[src/rtl/stereo_multi_tap_delay_macros.svh]
// assertion helpers shared by the delay block
`ifndef STEREO_MULTI_TAP_DELAY_MACROS_SVH
`define STEREO_MULTI_TAP_DELAY_MACROS_SVH

// same-cycle implication, off while reset is held
`define SMTD_ASSERT_NOW(label, clk, rst_n, ante, cons) \
    label: assert property (@(posedge clk) disable iff (!(rst_n)) (ante) |-> (cons)) \
        else $error("smtd assertion failed");

// next-cycle implication, off while reset is held
`define SMTD_ASSERT_NEXT(label, clk, rst_n, ante, cons) \
    label: assert property (@(posedge clk) disable iff (!(rst_n)) (ante) |=> (cons)) \
        else $error("smtd assertion failed");

`endif

[src/rtl/smtd_pkg.sv]
`default_nettype none

package smtd_pkg;

    localparam int GAIN_W       = 16;
    localparam int DELAY_W      = 12;
    localparam int INDEX_W      = 6;
    localparam int COUNT_W      = 7;
    localparam int FRAC_W       = 15;
    localparam int STEP_W       = 4;
    localparam int DRAIN_CYCLES = 3;

    localparam logic KIND_SAMPLE = 1'b0;
    localparam logic KIND_TAP    = 1'b1;

    typedef enum logic [2:0] {
        ST_IDLE,
        ST_TAP_MOD,
        ST_TAP_WR,
        ST_SAMPLE,
        ST_RUN,
        ST_DRAIN,
        ST_FINISH
    } t_state;

    typedef struct packed {
        logic capture;
        logic mod_en;
        logic tap_wr;
        logic hist_wr;
        logic issue;
        logic finish;
    } t_cmd;

    typedef struct packed {
        logic out_busy;
    } t_status;

endpackage

`default_nettype wire

[src/rtl/smtd_ctrl.sv]
`default_nettype none
`include "stereo_multi_tap_delay_macros.svh"

module smtd_ctrl
    import smtd_pkg::*;
#(
    parameter int MAX_TAPS = 64,
    localparam int TAP_AW = (MAX_TAPS > 1) ? $clog2(MAX_TAPS) : 1
) (
    input  wire logic               i_clk,
    input  wire logic               i_rst_n,
    input  wire logic               i_valid,
    input  wire logic               i_kind,
    output logic                    o_stall,
    input  wire logic               i_cfg_valid,
    input  wire logic [COUNT_W-1:0] i_cfg_data,
    output logic                    o_cfg_ready,
    input  wire t_status            i_status,
    output t_cmd                    o_cmd,
    output logic [TAP_AW-1:0]       o_tap_addr
);

    t_state              r_state, n_state;
    logic [COUNT_W-1:0]  r_tap, n_tap;
    logic [STEP_W-1:0]   r_step, n_step;
    logic [COUNT_W-1:0]  r_tap_count;
    logic [COUNT_W-1:0]  w_taps;

    // tap count clamps to the table size
    assign w_taps = (32'(r_tap_count) > MAX_TAPS) ? COUNT_W'(MAX_TAPS) : r_tap_count;

    assign o_cfg_ready = 1'b1;
    assign o_tap_addr  = TAP_AW'(r_tap);

    always_ff @(posedge i_clk) begin
        if (!i_rst_n) begin
            r_state     <= ST_IDLE;
            r_tap       <= '0;
            r_step      <= '0;
            r_tap_count <= '0;
        end else begin
            r_state <= n_state;
            r_tap   <= n_tap;
            r_step  <= n_step;
            if (i_cfg_valid && o_cfg_ready) begin
                r_tap_count <= i_cfg_data;
            end
        end
    end

    always_comb begin
        n_state = r_state;
        n_tap   = r_tap;
        n_step  = r_step;
        o_cmd   = '0;
        o_stall = 1'b1;
        case (r_state)
            ST_IDLE: begin
                o_stall = 1'b0;
                if (i_valid) begin
                    o_cmd.capture = 1'b1;
                    if (i_kind == KIND_TAP) begin
                        n_state = ST_TAP_MOD;
                    end else begin
                        n_state = ST_SAMPLE;
                    end
                end
            end
            ST_TAP_MOD: begin
                // quotient of the delay by the ring depth
                o_cmd.mod_en = 1'b1;
                n_state      = ST_TAP_WR;
            end
            ST_TAP_WR: begin
                o_cmd.tap_wr = 1'b1;
                n_state      = ST_IDLE;
            end
            ST_SAMPLE: begin
                o_cmd.hist_wr = 1'b1;
                n_tap         = '0;
                if (w_taps == '0) begin
                    n_state = ST_DRAIN;
                    n_step  = STEP_W'(DRAIN_CYCLES - 1);
                end else begin
                    n_state = ST_RUN;
                end
            end
            ST_RUN: begin
                o_cmd.issue = 1'b1;
                n_tap       = r_tap + 1'b1;
                if (r_tap == w_taps - 1'b1) begin
                    n_state = ST_DRAIN;
                    n_step  = STEP_W'(DRAIN_CYCLES - 1);
                end
            end
            ST_DRAIN: begin
                // let the last products reach the accumulators
                if (r_step == '0) begin
                    n_state = ST_FINISH;
                end else begin
                    n_step = r_step - 1'b1;
                end
            end
            ST_FINISH: begin
                if (!i_status.out_busy) begin
                    o_cmd.finish = 1'b1;
                    n_state      = ST_IDLE;
                end
            end
            default: begin
                n_state = ST_IDLE;
            end
        endcase
    end

    `SMTD_ASSERT_NOW(a_issue_in_range, i_clk, i_rst_n, o_cmd.issue, r_tap < w_taps)
    `SMTD_ASSERT_NOW(a_finish_free, i_clk, i_rst_n, o_cmd.finish, !i_status.out_busy)
    `SMTD_ASSERT_NEXT(a_mod_then_write, i_clk, i_rst_n, r_state == ST_TAP_MOD, o_cmd.tap_wr)

endmodule

`default_nettype wire

[config.mk]
export PLATFORM = sky130hd
export DESIGN_NAME = smtd_ctrl
export DESIGN_NICKNAME = d
export VERILOG_FILES = /design/src/rtl/smtd_pkg.sv /design/src/rtl/smtd_ctrl.sv
export VERILOG_INCLUDE_DIRS = /design/src /design/src/rtl
export SDC_FILE = /design/constraint.sdc
export NUM_CORES = 1
export LEC_CHECK = 0
export BUFFER_PORTS_ARGS = -buffer_cell sky130_fd_sc_hd__buf_2
export CAP_MARGIN = 30
export CORE_MARGIN = 10
export CORE_UTILIZATION = 46
export CTS_BUF_LIST = sky130_fd_sc_hd__clkbuf_4
export DETAILED_ROUTE_END_ITERATION = 8
export GPL_TIMING_DRIVEN = 0
export PLACE_DENSITY = 0.69
export SYNTH_ARGS = -nofsm -noshare
export SYNTH_HDL_FRONTEND = slang
export SYNTH_SLANG_ARGS = --single-unit
[constraint.sdc]
create_clock -name i_clk -period 2.9 [get_ports i_clk]
set_input_delay 0.58 -clock i_clk [delete_from_list [all_inputs] [get_ports i_clk]]
set_output_delay 0.58 -clock i_clk [all_outputs]
set_load 0.03 [all_outputs]
==> impl_metrics.ini <==
[synth]
synth_compound_area_share_pct = 18.58
muxShareOfSynthArea_pct = 6.160
synth_top_family_by_area = simple AND/OR/NAND/NOR gates
synth_adder_area_share_pct = 2.887
syn_avg_cell_area_um2 = 7.879
async_flop_share_pct = 0
synth_simple_gate_area_share_pct = 27.72
synth.top_cell.area_share_pct = 32.34
synthCells = 165
synth_nets = 181
ys_seq_area_share_pct = 32.34
syn-cell-area_mm2 = 0.001300
synth.distinct_cells = 46
yosys.area.top_type = dfxtp_1
synth-warning-count = 0
synthXorXnorAreaFrac_pct = 3.369
synth_edf_count = 0
yosys-top-cells-area = dfxtp_1, nor2_1, mux2i_1
ys.flop_type = dfxtp_1
synth-seq-cells = 21

[global_route]
track_usage_pct = 11.91
grt_overflow = 0
grt_pass1_wl_um = 5285
grt_max_degree = 13
antenna_found_initial = 0
grt_pass1_vias = 1187

[timing]
skew_ns = 0.004723
layout_setup_ws_ns = 0.2052
rsz0062_at_grt = no
maxSlewHeadroom_pct = 63.23
min_period_ns = 2.695
fin_setup_tns_ns = 0
min_period_over_period_pct = 92.92
slew_viol_final = 0
setup_viol = 0
hold_ws_ns = 0.4877
fmax_mhz = 371.1
hold_viol = 0
tightest_slew_ns = 0.5515

[detailed_routing]
drtAntennaViolNets = 0
met1_length_um = 1382
drc = 0
vias_per_cell = 5.554
top_layer = met4
routed-wl-met2_um = 1404
post_drt_wl_per_cell_um = 13.54
wl_met3_um = 196
vias = 1244
drt_wl_total_um = 3032
detailedRoute.firstPassIterationCount = 4
first_iter_violations = 39

[clock_tree]
clock_insertion_delay_worst_skew_ns = 0.31
tritoncts = yes
cts_buffer_depth = 2
h-tree-depth = 1
post_cts_buffers = 0
numCtsBuffers = 3
cts-root-buf = clkbuf_4
cts.sinks = 21
path_clk_slew_ns = 0.12

[placed_design]
dpl_cell_area_mm2 = 0.001459
port_buffers = 24
dp.cells = 220
dp_worst_setup_slack_ns = -0.09971
place_congestion = 0.8805
dp_hpwl_um = 2371

[final_layout]
n_antenna_cell = 0
fin_nets = 210
final_area_mm2 = 0.001501
finalNonFillerCells = 224
final_common_cell = buf_2
layout.cells.most_common_list = buf_2, nor2_1, dfxtp_1, a21oi_1, nand2_1
area.growth.synth_to_final_pct = 15.50
layout-drive-gt1-share_pct = 23.83
postLayoutCoreUtil_pct = 54.92

[floorplan]
die_area_mm2 = 0.005352
core-area_mm2 = 0.002734
start_util_pct = 47.55
die_h_um = 73.16
die_w_um = 73.16
num_rows = 19
pin_count = 27

[pwr]
ir_worst_vdd_mv = 0.4987
p_total_mw = 0.7855
power.density_mw_per_mm2 = 523.2
p_leak_nw = 0.6425

[critical_path]
startpoint_type = flip-flop
r2r_slack_ns = 0.21
r2r_cells = 10
required_ns = 3.15
critPathCaptureType = flip-flop
worstPathArrival_ns = 2.94
crit_fanout = 10
r2r_start = r_tap_count[6]
worst_r2r_endpoint = r_state[1]
path_class = reg2reg

[hold_path]
holdPathEnd = r_step[3]
hp-start = r_step[3]
hp-class = reg2reg
min_path_cells = 2

[run_status]
status = finished, final reports clean

[job]
maxCapViolCount = 0
-- worst max-delay path: stages (launching register included) --
cell	delay, ns
dfxtp_1	0.37
clkbuf_4	0.20
inv_1	0.10
nand2_1	0.09
ha_2	0.23
or4b_2	0.63
o221a_2	0.26
nor3_2	0.16
o211ai_2	0.18
a21oi_2	0.20
mux2i_1	0.21
-- Yosys cell counts (2+ instances only) --
cell,instances
a21oi_1,12
a31oi_1,2
buf_4,7
clkbuf_1,7
clkinv_1,2
dfxtp_1,21
ha_1,3
inv_1,7
mux2i_1,8
nand2_1,9
nand3_1,3
nand3b_1,4
nand4_1,2
nor2_1,23
nor2b_1,4
nor3_1,6
nor3b_1,2
o211ai_1,3
o21ai_0,5
or2_2,3
or3_1,3
or4_1,2
xnor2_1,3
xor2_1,2
-- registers in the layout (all words and copies together), names as in the netlist --
signal	flops
r_tap	7
r_state	3
r_tap_count	7
r_step	4
-- area by class of cell --
type / instances / area, µm²
fillers: 258 / 1232
multi-input cells: 121 / 778.2
flip-flops and latches: 21 / 420.4
repair buffers: 24 / 120.1
plain buffers: 14 / 82.58
well taps: 31 / 38.79
inverters: 9 / 33.78
clock buffers: 3 / 22.52
clock inverters: 1 / 5.005
-- routing by layer --
metal / track usage (%) / up-vias
li1: - / 638
met1: 15.22 / 565
met2: 18.34 / 36
met3: 2.857 / 5
met4: 5.274 / 0
met5: 0 / -
-- power breakdown --
group          total, mW  internal [mW]  switching, mW
logic              0.314          0.112          0.202
clock network      0.146         0.0517         0.0939
registers          0.326          0.310         0.0159
-- timing repair --
item | 4_1_cts | 5_1_grt
setup endpoints to repair | 4 | 5
hold endpoints to repair | 0 | 0
gates resized for setup | 1 | 5
hold buffers | 0 | 0
pin swaps | 0 | 2
-- worst max path at each step --
stage / cells after the start / to / startpoint
2_1_floorplan: 10 / r_state[1] / r_tap_count[6]
3_3_place_gp: 10 / r_state[1] / r_tap_count[6]
3_5_place_dp: 10 / r_state[1] / r_tap_count[6]
4_1_cts: 10 / r_state[1] / r_tap_count[6]
5_1_grt: 10 / r_state[1] / r_tap_count[6]
6_report: 10 / r_state[1] / r_tap_count[6]
-- cell families (layout without fill, tap and decap cells) --
group	Yosys count	in the layout
simple gates	68	68
compound gates	36	36
buf+inv	23	51
flops	21	21
mux	8	8
xor+xnor	5	5
fa+ha+maj	3	3
other cells	1	1
(Power assumes the default switching activity.)
